$ cat src/hdl/sbl_pkg.sv
package sbl_pkg;

	localparam int DATA_W    = 24;
	localparam int PCT_W     = 7;
	localparam int BAND_W    = 4;
	localparam int ROW_W     = 4;
	localparam int STRIP_W   = 8;
	localparam int COLOR_W   = 8;
	localparam int MAX_HGT_W = 6;

	localparam int QDEPTH = 4;
	localparam int QPW    = 2;

	// floor(x / 100) = (x * RECIP100) >> RECIP100_SHIFT for any x below 2^31
	localparam logic [31:0] RECIP100       = 32'd2748779070;
	localparam int          RECIP100_SHIFT = 38;

	localparam logic OP_UPDATE = 1'b0;
	localparam logic OP_FLOOR  = 1'b1;

	typedef enum logic [2:0] {
		REG_RISE   = 3'd0,
		REG_FALL   = 3'd1,
		REG_MINCHG = 3'd2,
		REG_FLRMIN = 3'd3,
		REG_SPAN   = 3'd4,
		REG_BRIGHT = 3'd5
	} reg_idx_t;

	localparam logic [PCT_W-1:0]  RST_RISE   = 7'd60;
	localparam logic [PCT_W-1:0]  RST_FALL   = 7'd20;
	localparam logic [DATA_W-1:0] RST_MINCHG = 24'd0;
	localparam logic [DATA_W-1:0] RST_FLRMIN = 24'd256;
	localparam logic [DATA_W-1:0] RST_SPAN   = 24'd65536;
	localparam logic [PCT_W-1:0]  RST_BRIGHT = 7'd50;

	typedef struct packed {
		logic              op;
		logic [BAND_W-1:0] band;
		logic [DATA_W-1:0] magnitude;
	} item_t;

	typedef struct packed {
		logic [BAND_W-1:0]  pixel_column;
		logic [ROW_W-1:0]   pixel_row;
		logic [STRIP_W-1:0] strip_index;
		logic [COLOR_W-1:0] red;
		logic [COLOR_W-1:0] green;
		logic [COLOR_W-1:0] blue;
		logic               last;
	} pixel_t;

	typedef struct packed {
		logic [PCT_W-1:0]  rise_percent;
		logic [PCT_W-1:0]  fall_percent;
		logic [DATA_W-1:0] min_change;
		logic [DATA_W-1:0] floor_minimum;
		logic [DATA_W-1:0] level_span;
		logic [PCT_W-1:0]  brightness_percent;
	} cfg_t;

	typedef struct packed {
		logic                 valid;
		logic [BAND_W-1:0]    column;
		logic [MAX_HGT_W-1:0] height;
	} draw_t;

	function automatic logic [PCT_W-1:0] sat100(input logic [PCT_W-1:0] p);
		return (p > 7'd100) ? 7'd100 : p;
	endfunction

endpackage

$ cat src/hdl/sbl_ram.sv
module sbl_ram #(
	parameter int WIDTH = 24,
	parameter int DEPTH = 16
) (
	input  logic                                   clk,
	input  logic                                   we,
	input  logic [((DEPTH > 1) ? $clog2(DEPTH) : 1)-1:0] waddr,
	input  logic [WIDTH-1:0]                       wdata,
	input  logic [((DEPTH > 1) ? $clog2(DEPTH) : 1)-1:0] raddr,
	output logic [WIDTH-1:0]                       rdata
);

	logic [WIDTH-1:0] mem_q [DEPTH];
	logic [WIDTH-1:0] rdata_q;

	always_ff @(posedge clk) begin
		if (we) begin
			mem_q[waddr] <= wdata;
		end
		rdata_q <= mem_q[raddr];
	end

	assign rdata = rdata_q;

endmodule

$ cat src/hdl/sbl_front.sv
module sbl_front #(
	parameter int BANDS = 16
) (
	input  logic           clk,
	input  logic           arst_n,
	input  sbl_pkg::item_t item,
	input  logic           item_valid,
	output logic           item_stall,
	input  logic           pop,
	output sbl_pkg::item_t head,
	output logic           head_valid
);

	sbl_pkg::item_t                 q_mem_q [sbl_pkg::QDEPTH];
	logic [sbl_pkg::QPW-1:0]        wr_q;
	logic [sbl_pkg::QPW-1:0]        rd_q;
	logic [sbl_pkg::QPW:0]          cnt_q;
	logic                           accept;
	logic                           in_range;
	logic                           push;

	assign item_stall = (cnt_q == (sbl_pkg::QPW + 1)'(sbl_pkg::QDEPTH));
	assign accept     = item_valid && !item_stall;
	// bands past the last column are dropped here and never queued
	assign in_range   = (32'(item.band) < BANDS);
	assign push       = accept && in_range;
	assign head       = q_mem_q[rd_q];
	assign head_valid = (cnt_q != '0);

	always_ff @(posedge clk or negedge arst_n) begin
		if (!arst_n) begin
			wr_q  <= '0;
			rd_q  <= '0;
			cnt_q <= '0;
		end else begin
			if (push) begin
				wr_q <= wr_q + 1'b1;
			end
			if (pop) begin
				rd_q <= rd_q + 1'b1;
			end
			case ({push, pop})
				2'b10:   cnt_q <= cnt_q + 1'b1;
				2'b01:   cnt_q <= cnt_q - 1'b1;
				default: cnt_q <= cnt_q;
			endcase
		end
	end

	always_ff @(posedge clk) begin
		if (push) begin
			q_mem_q[wr_q] <= item;
		end
	end

endmodule

$ cat src/hdl/sbl_back.sv
module sbl_back #(
	parameter int BANDS  = 16,
	parameter int HEIGHT = 16
) (
	input  logic           clk,
	input  logic           arst_n,
	input  sbl_pkg::cfg_t  cfg,
	input  sbl_pkg::item_t head,
	input  logic           head_valid,
	output logic           pop,
	output sbl_pkg::draw_t draw,
	input  logic           draw_ready
);

	localparam int AW = (BANDS > 1) ? $clog2(BANDS) : 1;
	localparam int RW = $clog2(HEIGHT);
	localparam int NW = sbl_pkg::DATA_W + RW + 2;
	localparam int CW = $clog2(RW + 1);
	localparam int DW = sbl_pkg::DATA_W;

	typedef enum logic [7:0] {
		ST_IDLE   = 8'b0000_0001,
		ST_MUL    = 8'b0000_0010,
		ST_RECIP  = 8'b0000_0100,
		ST_UPDATE = 8'b0000_1000,
		ST_DIFF   = 8'b0001_0000,
		ST_NUM    = 8'b0010_0000,
		ST_DIV    = 8'b0100_0000,
		ST_DRAW   = 8'b1000_0000
	} state_t;

	state_t                  state_q;
	state_t                  nxt;
	sbl_pkg::item_t          item_q;
	logic [AW-1:0]           raddr;
	logic [AW-1:0]           addr_q;
	logic [BANDS-1:0]        lvl_vld_q;
	logic [BANDS-1:0]        flr_vld_q;
	logic                    lvl_rv_q;
	logic                    flr_rv_q;
	logic [DW-1:0]           lvl_rd;
	logic [DW-1:0]           flr_rd;
	logic                    flr_we;
	logic                    lvl_we;
	logic [DW-1:0]           old_lvl;
	logic [DW-1:0]           old_flr;
	logic                    rising;
	logic [DW-1:0]           dlt;
	logic [sbl_pkg::PCT_W-1:0] pct;
	logic [DW-1:0]           old_q;
	logic                    rising_q;
	logic                    hold_q;
	logic [30:0]             prod_q;
	logic [DW-1:0]           floor_q;
	logic [62:0]             rprod;
	logic [DW-1:0]           step_q;
	logic [DW-1:0]           new_lvl;
	logic [DW-1:0]           level_q;
	logic                    above_q;
	logic [DW-1:0]           diff_q;
	logic [DW-1:0]           span;
	logic                    short_cut;
	logic [NW-1:0]           num_q;
	logic [NW-1:0]           dsh_q;
	logic                    ge;
	logic [RW-1:0]           quo_q;
	logic [CW-1:0]           cnt_q;

	assign raddr  = AW'(head.band);
	assign addr_q = AW'(item_q.band);
	assign pop    = (state_q == ST_IDLE) && head_valid;
	assign flr_we = pop && (head.op == sbl_pkg::OP_FLOOR);
	assign lvl_we = (state_q == ST_UPDATE);

	sbl_ram #(.WIDTH(DW), .DEPTH(BANDS)) u_level (
		.clk   (clk),
		.we    (lvl_we),
		.waddr (addr_q),
		.wdata (new_lvl),
		.raddr (raddr),
		.rdata (lvl_rd)
	);

	sbl_ram #(.WIDTH(DW), .DEPTH(BANDS)) u_floor (
		.clk   (clk),
		.we    (flr_we),
		.waddr (raddr),
		.wdata (head.magnitude),
		.raddr (raddr),
		.rdata (flr_rd)
	);

	// never-written entries read as zero
	assign old_lvl = lvl_rv_q ? lvl_rd : '0;
	assign old_flr = flr_rv_q ? flr_rd : '0;
	assign rising  = (item_q.magnitude > old_lvl);
	assign dlt     = rising ? (item_q.magnitude - old_lvl) : (old_lvl - item_q.magnitude);
	assign pct     = rising ? sbl_pkg::sat100(cfg.rise_percent)
	                        : sbl_pkg::sat100(cfg.fall_percent);

	assign rprod   = {32'd0, prod_q} * {31'd0, sbl_pkg::RECIP100};

	always_comb begin
		if (hold_q) begin
			new_lvl = old_q;
		end else if (rising_q) begin
			new_lvl = old_q + step_q;
		end else begin
			new_lvl = old_q - step_q;
		end
	end

	assign span      = (cfg.level_span == '0) ? DW'(1) : cfg.level_span;
	assign short_cut = !above_q || (diff_q >= span);
	assign ge        = (num_q >= dsh_q);

	always_comb begin
		nxt = state_q;
		case (state_q)
			ST_IDLE: begin
				if (head_valid && (head.op == sbl_pkg::OP_UPDATE)) begin
					nxt = ST_MUL;
				end
			end
			ST_MUL:    nxt = ST_RECIP;
			ST_RECIP:  nxt = ST_UPDATE;
			ST_UPDATE: nxt = ST_DIFF;
			ST_DIFF:   nxt = ST_NUM;
			ST_NUM:    nxt = short_cut ? ST_DRAW : ST_DIV;
			ST_DIV: begin
				if (cnt_q == CW'(RW - 1)) begin
					nxt = ST_DRAW;
				end
			end
			ST_DRAW: begin
				if (draw_ready) begin
					nxt = ST_IDLE;
				end
			end
			default:   nxt = ST_IDLE;
		endcase
	end

	always_ff @(posedge clk or negedge arst_n) begin
		if (!arst_n) begin
			state_q   <= ST_IDLE;
			lvl_vld_q <= '0;
			flr_vld_q <= '0;
		end else begin
			state_q <= nxt;
			if (flr_we) begin
				flr_vld_q[raddr] <= 1'b1;
			end
			if (lvl_we) begin
				lvl_vld_q[addr_q] <= 1'b1;
			end
		end
	end

	always_ff @(posedge clk) begin
		lvl_rv_q <= lvl_vld_q[raddr];
		flr_rv_q <= flr_vld_q[raddr];
		if (pop) begin
			item_q <= head;
		end
		if (state_q == ST_MUL) begin
			old_q    <= old_lvl;
			rising_q <= rising;
			hold_q   <= (dlt < cfg.min_change);
			prod_q   <= {24'd0, pct} * {7'd0, dlt};
			floor_q  <= (old_flr > cfg.floor_minimum) ? old_flr : cfg.floor_minimum;
		end
		if (state_q == ST_RECIP) begin
			step_q <= rprod[sbl_pkg::RECIP100_SHIFT +: DW];
		end
		if (state_q == ST_UPDATE) begin
			level_q <= new_lvl;
		end
		if (state_q == ST_DIFF) begin
			above_q <= (level_q > floor_q);
			diff_q  <= level_q - floor_q;
		end
		if (state_q == ST_NUM) begin
			// a difference of a full span or more always rounds to the top row
			quo_q <= (above_q && short_cut) ? RW'(HEIGHT - 1) : '0;
			num_q <= ((NW'(diff_q) * NW'(HEIGHT - 1)) << 1) + NW'(span);
			dsh_q <= NW'(span) << RW;
			cnt_q <= '0;
		end
		if (state_q == ST_DIV) begin
			if (ge) begin
				num_q <= num_q - dsh_q;
			end
			quo_q <= (quo_q << 1) | RW'(ge);
			dsh_q <= dsh_q >> 1;
			cnt_q <= cnt_q + 1'b1;
		end
	end

	always_comb begin
		draw.valid  = (state_q == ST_DRAW);
		draw.column = item_q.band;
		draw.height = sbl_pkg::MAX_HGT_W'(quo_q);
	end

endmodule

$ cat src/hdl/sbl_pixel.sv
module sbl_pixel #(
	parameter int HEIGHT = 16
) (
	input  logic                        clk,
	input  logic                        arst_n,
	input  logic [sbl_pkg::PCT_W-1:0]   brightness,
	input  sbl_pkg::draw_t              draw,
	output logic                        draw_ready,
	output sbl_pkg::pixel_t             pixel,
	output logic                        pixel_valid,
	input  logic                        pixel_stall
);

	localparam int RW = $clog2(HEIGHT);
	localparam int PW = RW + sbl_pkg::PCT_W;
	localparam int K  = 34;
	localparam int MW = 36;
	localparam logic [63:0] DEN    = 64'(100 * (HEIGHT - 1));
	localparam logic [63:0] RECIP  = ((64'd1 << K) + DEN - 64'd1) / DEN;
	localparam logic [MW-1:0] MUL_RG = MW'(RECIP * 64'd255);
	localparam logic [MW-1:0] MUL_B  = MW'(RECIP * 64'd160);
	localparam logic [RW-1:0] TOP    = RW'(HEIGHT - 1);

	logic                           busy_q;
	logic [RW-1:0]                  row_q;
	logic [RW-1:0]                  hgt_q;
	logic [sbl_pkg::BAND_W-1:0]     col_q;
	logic                           en;
	logic                           take;
	logic                           iss;
	logic                           iss_last;
	logic [sbl_pkg::PCT_W-1:0]      bri;
	logic [RW:0]                    twoy;
	logic [RW:0]                    gw;

	logic                           vld_s1;
	logic [RW-1:0]                  row_s1;
	logic [sbl_pkg::BAND_W-1:0]     col_s1;
	logic                           last_s1;
	logic [PW-1:0]                  yb_s1;
	logic [PW-1:0]                  gb_s1;
	logic [PW-1:0]                  bb_s1;

	logic [PW+MW-1:0]               rp;
	logic [PW+MW-1:0]               gp;
	logic [PW+MW-1:0]               bp;

	logic                           vld_s2;
	logic [RW-1:0]                  row_s2;
	logic [sbl_pkg::BAND_W-1:0]     col_s2;
	logic                           last_s2;
	logic [sbl_pkg::COLOR_W-1:0]    red_s2;
	logic [sbl_pkg::COLOR_W-1:0]    green_s2;
	logic [sbl_pkg::COLOR_W-1:0]    blue_s2;

	logic                           pixel_valid_q;
	sbl_pkg::pixel_t                pixel_q;

	// whole pipe freezes while a finished pixel waits at the output
	assign en         = !(pixel_valid_q && pixel_stall);
	assign draw_ready = !busy_q;
	assign take       = draw.valid && !busy_q;
	assign iss        = busy_q && en;
	assign iss_last   = (row_q == hgt_q);
	assign bri        = sbl_pkg::sat100(brightness);

	// green ramp is top - |2y - top|, which folds to 2y or 2(top - y)
	assign twoy = {row_q, 1'b0};
	assign gw   = (twoy > (RW + 1)'(TOP)) ? {TOP - row_q, 1'b0} : twoy;

	assign rp = (PW + MW)'(yb_s1) * (PW + MW)'(MUL_RG);
	assign gp = (PW + MW)'(gb_s1) * (PW + MW)'(MUL_RG);
	assign bp = (PW + MW)'(bb_s1) * (PW + MW)'(MUL_B);

	always_ff @(posedge clk or negedge arst_n) begin
		if (!arst_n) begin
			busy_q        <= 1'b0;
			vld_s1        <= 1'b0;
			vld_s2        <= 1'b0;
			pixel_valid_q <= 1'b0;
		end else begin
			if (take) begin
				busy_q <= 1'b1;
			end else if (iss && iss_last) begin
				busy_q <= 1'b0;
			end
			if (en) begin
				vld_s1        <= iss;
				vld_s2        <= vld_s1;
				pixel_valid_q <= vld_s2;
			end
		end
	end

	always_ff @(posedge clk) begin
		if (take) begin
			row_q <= '0;
			hgt_q <= RW'(draw.height);
			col_q <= draw.column;
		end else if (iss && !iss_last) begin
			row_q <= row_q + 1'b1;
		end
		if (en) begin
			row_s1  <= row_q;
			col_s1  <= col_q;
			last_s1 <= iss_last;
			yb_s1   <= PW'(row_q) * PW'(bri);
			gb_s1   <= PW'(RW'(gw)) * PW'(bri);
			bb_s1   <= PW'(TOP - row_q) * PW'(bri);

			row_s2   <= row_s1;
			col_s2   <= col_s1;
			last_s2  <= last_s1;
			red_s2   <= rp[K +: sbl_pkg::COLOR_W];
			green_s2 <= gp[K +: sbl_pkg::COLOR_W];
			blue_s2  <= bp[K +: sbl_pkg::COLOR_W];

			pixel_q.pixel_column <= col_s2;
			pixel_q.pixel_row    <= sbl_pkg::ROW_W'(row_s2);
			pixel_q.strip_index  <= sbl_pkg::STRIP_W'(
				8'({4'd0, col_s2}) * 8'(HEIGHT) + 8'(row_s2));
			pixel_q.red          <= red_s2;
			pixel_q.green        <= green_s2;
			pixel_q.blue         <= blue_s2;
			pixel_q.last         <= last_s2;
		end
	end

	assign pixel       = pixel_q;
	assign pixel_valid = pixel_valid_q;

endmodule

$ cat src/hdl/spectrum_bar_level_renderer.sv
// throughput: one pixel per cycle while pixel_stall is low; a bar of height h streams as h+1
// pixels while the level sequencer works the next item
// a floor write retires from the queue as it is popped, without leaving the idle state
// reset: configuration registers return to their defaults, level and floor stores read as zero
// through per-band valid bits cleared at once, so no clearing pass is needed
module spectrum_bar_level_renderer #(
	parameter int BANDS  = 16,
	parameter int HEIGHT = 16
) (
	input  logic            clk,
	input  logic            arst_n,
	input  sbl_pkg::item_t  item,
	input  logic            item_valid,
	output logic            item_stall,
	output sbl_pkg::pixel_t pixel,
	output logic            pixel_valid,
	input  logic            pixel_stall,
	input  logic            psel,
	input  logic            penable,
	input  logic            pwrite,
	input  logic [4:0]      paddr,
	input  logic [31:0]     pwdata,
	output logic [31:0]     prdata,
	output logic            pready
);

	sbl_pkg::cfg_t  cfg_q;
	sbl_pkg::item_t head;
	logic           head_valid;
	logic           pop;
	sbl_pkg::draw_t draw;
	logic           draw_ready;
	logic           cfg_wr;

	assign pready = 1'b1;
	assign cfg_wr = psel && penable && pwrite && pready;

	always_ff @(posedge clk or negedge arst_n) begin
		if (!arst_n) begin
			cfg_q.rise_percent       <= sbl_pkg::RST_RISE;
			cfg_q.fall_percent       <= sbl_pkg::RST_FALL;
			cfg_q.min_change         <= sbl_pkg::RST_MINCHG;
			cfg_q.floor_minimum      <= sbl_pkg::RST_FLRMIN;
			cfg_q.level_span         <= sbl_pkg::RST_SPAN;
			cfg_q.brightness_percent <= sbl_pkg::RST_BRIGHT;
		end else if (cfg_wr) begin
			case (sbl_pkg::reg_idx_t'(paddr[4:2]))
				sbl_pkg::REG_RISE:   cfg_q.rise_percent       <= pwdata[6:0];
				sbl_pkg::REG_FALL:   cfg_q.fall_percent       <= pwdata[6:0];
				sbl_pkg::REG_MINCHG: cfg_q.min_change         <= pwdata[23:0];
				sbl_pkg::REG_FLRMIN: cfg_q.floor_minimum      <= pwdata[23:0];
				sbl_pkg::REG_SPAN:   cfg_q.level_span         <= pwdata[23:0];
				sbl_pkg::REG_BRIGHT: cfg_q.brightness_percent <= pwdata[6:0];
				default: ;
			endcase
		end
	end

	always_comb begin
		case (sbl_pkg::reg_idx_t'(paddr[4:2]))
			sbl_pkg::REG_RISE:   prdata = 32'(cfg_q.rise_percent);
			sbl_pkg::REG_FALL:   prdata = 32'(cfg_q.fall_percent);
			sbl_pkg::REG_MINCHG: prdata = 32'(cfg_q.min_change);
			sbl_pkg::REG_FLRMIN: prdata = 32'(cfg_q.floor_minimum);
			sbl_pkg::REG_SPAN:   prdata = 32'(cfg_q.level_span);
			sbl_pkg::REG_BRIGHT: prdata = 32'(cfg_q.brightness_percent);
			default:             prdata = '0;
		endcase
	end

	sbl_front #(.BANDS(BANDS)) u_front (
		.clk        (clk),
		.arst_n     (arst_n),
		.item       (item),
		.item_valid (item_valid),
		.item_stall (item_stall),
		.pop        (pop),
		.head       (head),
		.head_valid (head_valid)
	);

	sbl_back #(.BANDS(BANDS), .HEIGHT(HEIGHT)) u_back (
		.clk        (clk),
		.arst_n     (arst_n),
		.cfg        (cfg_q),
		.head       (head),
		.head_valid (head_valid),
		.pop        (pop),
		.draw       (draw),
		.draw_ready (draw_ready)
	);

	sbl_pixel #(.HEIGHT(HEIGHT)) u_pixel (
		.clk         (clk),
		.arst_n      (arst_n),
		.brightness  (cfg_q.brightness_percent),
		.draw        (draw),
		.draw_ready  (draw_ready),
		.pixel       (pixel),
		.pixel_valid (pixel_valid),
		.pixel_stall (pixel_stall)
	);

	a_draw_hold: assert property (@(posedge clk) disable iff (!arst_n)
		(draw.valid && !draw_ready) |=> (draw.valid && $stable(draw)))
		else $error("bar request changed before the pixel unit took it");

	a_pop_valid: assert property (@(posedge clk) disable iff (!arst_n)
		pop |-> head_valid)
		else $error("queue popped while empty");

	a_bar_contig: assert property (@(posedge clk) disable iff (!arst_n)
		(pixel_valid && !pixel.last) |=> pixel_valid)
		else $error("gap inside a bar");

	a_height_max: assert property (@(posedge clk) disable iff (!arst_n)
		draw.valid |-> (draw.height <= sbl_pkg::MAX_HGT_W'(HEIGHT - 1)))
		else $error("bar height above the top row");

endmodule
$ cat config.mk
export PLATFORM = sky130hd
export DESIGN_NAME = spectrum_bar_level_renderer
export DESIGN_NICKNAME = d
export VERILOG_FILES = /design/src/hdl/sbl_pkg.sv /design/src/hdl/sbl_ram.sv /design/src/hdl/sbl_front.sv /design/src/hdl/sbl_back.sv /design/src/hdl/sbl_pixel.sv /design/src/hdl/spectrum_bar_level_renderer.sv
export SDC_FILE = /design/constraint.sdc
export NUM_CORES = 2
export LEC_CHECK = 0
export ABC_AREA = 1
export BUFFER_PORTS_ARGS = -buffer_cell sky130_fd_sc_hd__buf_2
export CAP_MARGIN = 0
export CORE_ASPECT_RATIO = 1.25
export CORE_MARGIN = 2
export CORE_UTILIZATION = 59
export DETAILED_ROUTE_END_ITERATION = 8
export PLACE_DENSITY = 0.78
export SLEW_MARGIN = 25
export SYNTH_ARGS = -nofsm -noshare
export SYNTH_HDL_FRONTEND = slang
export SYNTH_SLANG_ARGS = --single-unit
$ cat constraint.sdc
create_clock -name clk -period 9.46 [get_ports clk]
set_clock_uncertainty 0.05 [all_clocks]
set_input_delay 0.473 -clock clk [delete_from_list [all_inputs] [get_ports clk]]
set_output_delay 0.473 -clock clk [all_outputs]
set_load 0.02 [all_outputs]
==> results.json <==
{
  "hold_class": "in2reg",
  "grt_use_met1_pct": 40.6,
  "status": "finished, final reports clean",
  "cts-root-buf": "clkbuf_16",
  "setup_violations": 0,
  "via_per_inst": 5.90,
  "htree_levels": 4,
  "drt_pass1_iterations": 7,
  "initial_core_util_pct": 59.5,
  "critPathMaxFanout": 37,
  "rsz0062_at_grt": "no",
  "core_area_mm2": 0.174,
  "crit_type": "reg2reg",
  "rows": 171,
  "n_fill_cell": 13700,
  "r2r-end": "u_back.prod_q[30]",
  "r2r_slack_ns": 0.83,
  "reg2reg_from": "u_back.lvl_rv_q",
  "use_met3_pct": 5.21,
  "final_nets": 12300,
  "max_freq_ghz": 0.116,
  "syn2layout_area_growth_pct": 8.57,
  "ys_seq_area_share_pct": 40.4,
  "syn_inst": 10200,
  "syn_area_mm2": 0.104,
  "postCtsHoldBufs": 49,
  "antenna_found_initial": 1,
  "critPathLaunchType": "flip-flop",
  "synthArstFlopShare_pct": 9.97,
  "cts_tree": "yes",
  "final_cell_mix": "inv_1 (1774), nand2_1 (1693), edfxtp_1 (1216)",
  "max_cap_violations": 0,
  "relSlewSlack_pct": 27.7,
  "ff2ff_path_depth": 28,
  "ys_types": 66,
  "min_period_ns": 8.63,
  "critPathArrivalTime_ns": 9.08,
  "grt_pass1_vias": 77000,
  "cts_buffers": 144,
  "drc_errors": 0,
  "end_kind": "flip-flop",
  "seqCellArea_mm2": 0.0418,
  "fp.dieArea_mm2": 0.179,
  "synth_ff_type": "edfxtp_1",
  "syn_avg_cell_area_um2": 10.1,
  "cp-startpoint": "u_back.lvl_rv_q",
  "wl_um": 290000,
  "ys_ff_latch": 1444,
  "grt-ovfl-total": 0,
  "post-dp-hpwl_um": 221000,
  "post_drt_wl_per_cell_um": 22.6,
  "drv_slew": 0,
  "die_h_um": 472,
  "cts_setup_buffers": 0,
  "required_ns": 9.92,
  "slowest_delay_ns": 0.75,
  "critical_path.slowest_cell": "dfxtp_1",
  "grt_pass1_wl_um": 445000,
  "ant_nets": 0,
  "cp_common_cell": "inv_1",
  "worst_slew_pin_slew_ns": 1.09,
  "grtUsageTotal_pct": 32.8,
  "grt_max_degree": 139,
  "top_level_ports": 149,
  "clk_latency_ns": 0.81,
  "drive_above_1_share_pct": 5.75,
  "drt_iter0_markers": 6909,
  "grtUsageMet2_pct": 54.5,
  "clkSinkCount": 1444,
  "clock_path_buffers": 3,
  "post_cts_resized": 0,
  "tns_ns": 0,
  "multiInputGateArea_mm2": 0.0542,
  "busiest_layer": "met2",
  "portBuffers": 129,
  "final.period_utilization_pct": 91.2,
  "final_common_cell": "inv_1",
  "endpoint": "u_back.prod_q[30]",
  "place_congestion": 1.07,
  "synth_edf_count": 1216,
  "path_clk_slew_ns": 0.06,
  "synth_warnings": 0,
  "die_x_um": 379,
  "final-hold-violation-count": 0,
  "vias": 75800
}
## flip-flops by register name, summed over array words and instances (netlist names), 10 cells and up
name                  cells
cfg_q                    93
u_back.u_level.rdata     24
u_back.item_q            24
u_pixel.yb_s1            11
u_back.step_q            24
u_pixel.gb_s1            10
u_back.u_floor.rdata     24
u_back.flr_vld_q         16
u_back.dsh_q             28
u_back.old_q             24
u_front.q_mem_q         116
u_back.level_q           24
u_back.prod_q            31
u_back.floor_q           24
u_pixel.bb_s1            11
u_pixel.pixel            33
u_back.num_q             30
u_back.diff_q            24
u_back.u_level.mem_q    384
u_back.lvl_vld_q         16
u_back.u_floor.mem_q    384
## area by class of cell
class	count	area share, %
well taps	2335	2.60
multi-input cells	6738	48.2
diodes	6	0.0134
repair buffers	273	1.69
clock inverters	86	0.891
inverters	1788	5.97
clock buffers	178	3.43
flip-flops and latches	1444	37.2
## worst min-delay path by stage
stage / startpoint / to / slack, ns / depth (start not counted)
2_1_floorplan: arst_n / cfg_q[0] / 0.13 / 0
3_3_place_gp: u_pixel.row_s1[0] / u_pixel.row_s2[0] / 0.35 / 0
3_5_place_dp: u_pixel.green_s2[4] / u_pixel.pixel[13] / 0.35 / 0
4_1_cts: pwdata[17] / cfg_q[48] / 0.007 / 3
5_1_grt: pwdata[20] / cfg_q[51] / 0.03 / 3
6_report: pwdata[7] / cfg_q[62] / 0.06 / 3
## worst max-delay path, delay by kind of cell (launching register included)
| kind | cells | cell delay (ns) |
|---|---|---|
| fa+ha+maj | 6 | 2.91 |
| simple gates | 9 | 2.33 |
| compound gates | 4 | 1.16 |
| buf+inv | 8 | 0.93 |
| flops | 1 | 0.75 |
| xor+xnor | 1 | 0.17 |
## cell usage after synthesis (all sizes together), types with 11 or more instances
| master | number | area, um2 |
|---|---|---|
| a21o | 51 | 383 |
| nand4 | 113 | 707 |
| nor3 | 72 | 365 |
| o21ai | 518 | 2630 |
| nor4 | 34 | 219 |
| buf | 65 | 400 |
| xnor2 | 75 | 657 |
| nand3 | 222 | 1120 |
| dfxtp | 84 | 1680 |
| nand2 | 1701 | 6400 |
| nor2 | 671 | 2530 |
| dfstp | 12 | 315 |
| a31oi | 51 | 319 |
| clkbuf | 193 | 731 |
| o21a | 20 | 150 |
| a21boi | 15 | 113 |
| o221ai | 38 | 333 |
| inv | 1784 | 6700 |
| and3 | 11 | 68.8 |
| o211ai | 35 | 263 |
| xor2 | 168 | 1470 |
| fa | 795 | 15900 |
| a22oi | 394 | 2960 |
| o22ai | 28 | 175 |
| o31ai | 11 | 82.6 |
| ha | 1085 | 13600 |
| dfrtp | 132 | 3300 |
| o21bai | 47 | 353 |
| edfxtp | 1216 | 36500 |
| a21oi | 467 | 2340 |
| or2 | 43 | 269 |
## stage by stage
step | util (%) | instances | hold slack, ns | area [um2] | setup slack, ns
after floorplan | - | 10200 | 0.127 | 104000 | 0.174
after CTS | 64.5 | 12800 | 0.00709 | 112000 | 0.983
after global placement | 61.4 | 12500 | 0.351 | 107000 | 1.07
after detailed placement | 61.5 | 12500 | 0.355 | 107000 | 1.05
after global routing | 64.6 | 12800 | 0.0310 | 112000 | 0.252
final | 64.6 | 12800 | 0.0639 | 112000 | 0.835
## routing by layer
metal / up-vias / share of wire (%)
met5: - / 0
met4: 0 / 6.8
met3: 752 / 7.5
met2: 3312 / 48
met1: 37200 / 38
li1: 34500 / -
## kinds of logic (layout without fill, tap and decap cells)
group	after synthesis	count (layout)	share of synthesized area, %
compound gates	1718	1718	10.1
xor+xnor	243	243	2.05
fa+ha+maj	1880	1880	28.5
buf+inv	2046	2325	7.57
flops	1444	1444	40.4
other cells	2	15	0.00725
simple gates	2888	2888	11.4
Power is left out: the tool's default activity adds up to more than one toggle a clock period on the data nets, which glitch-free logic cannot reach.
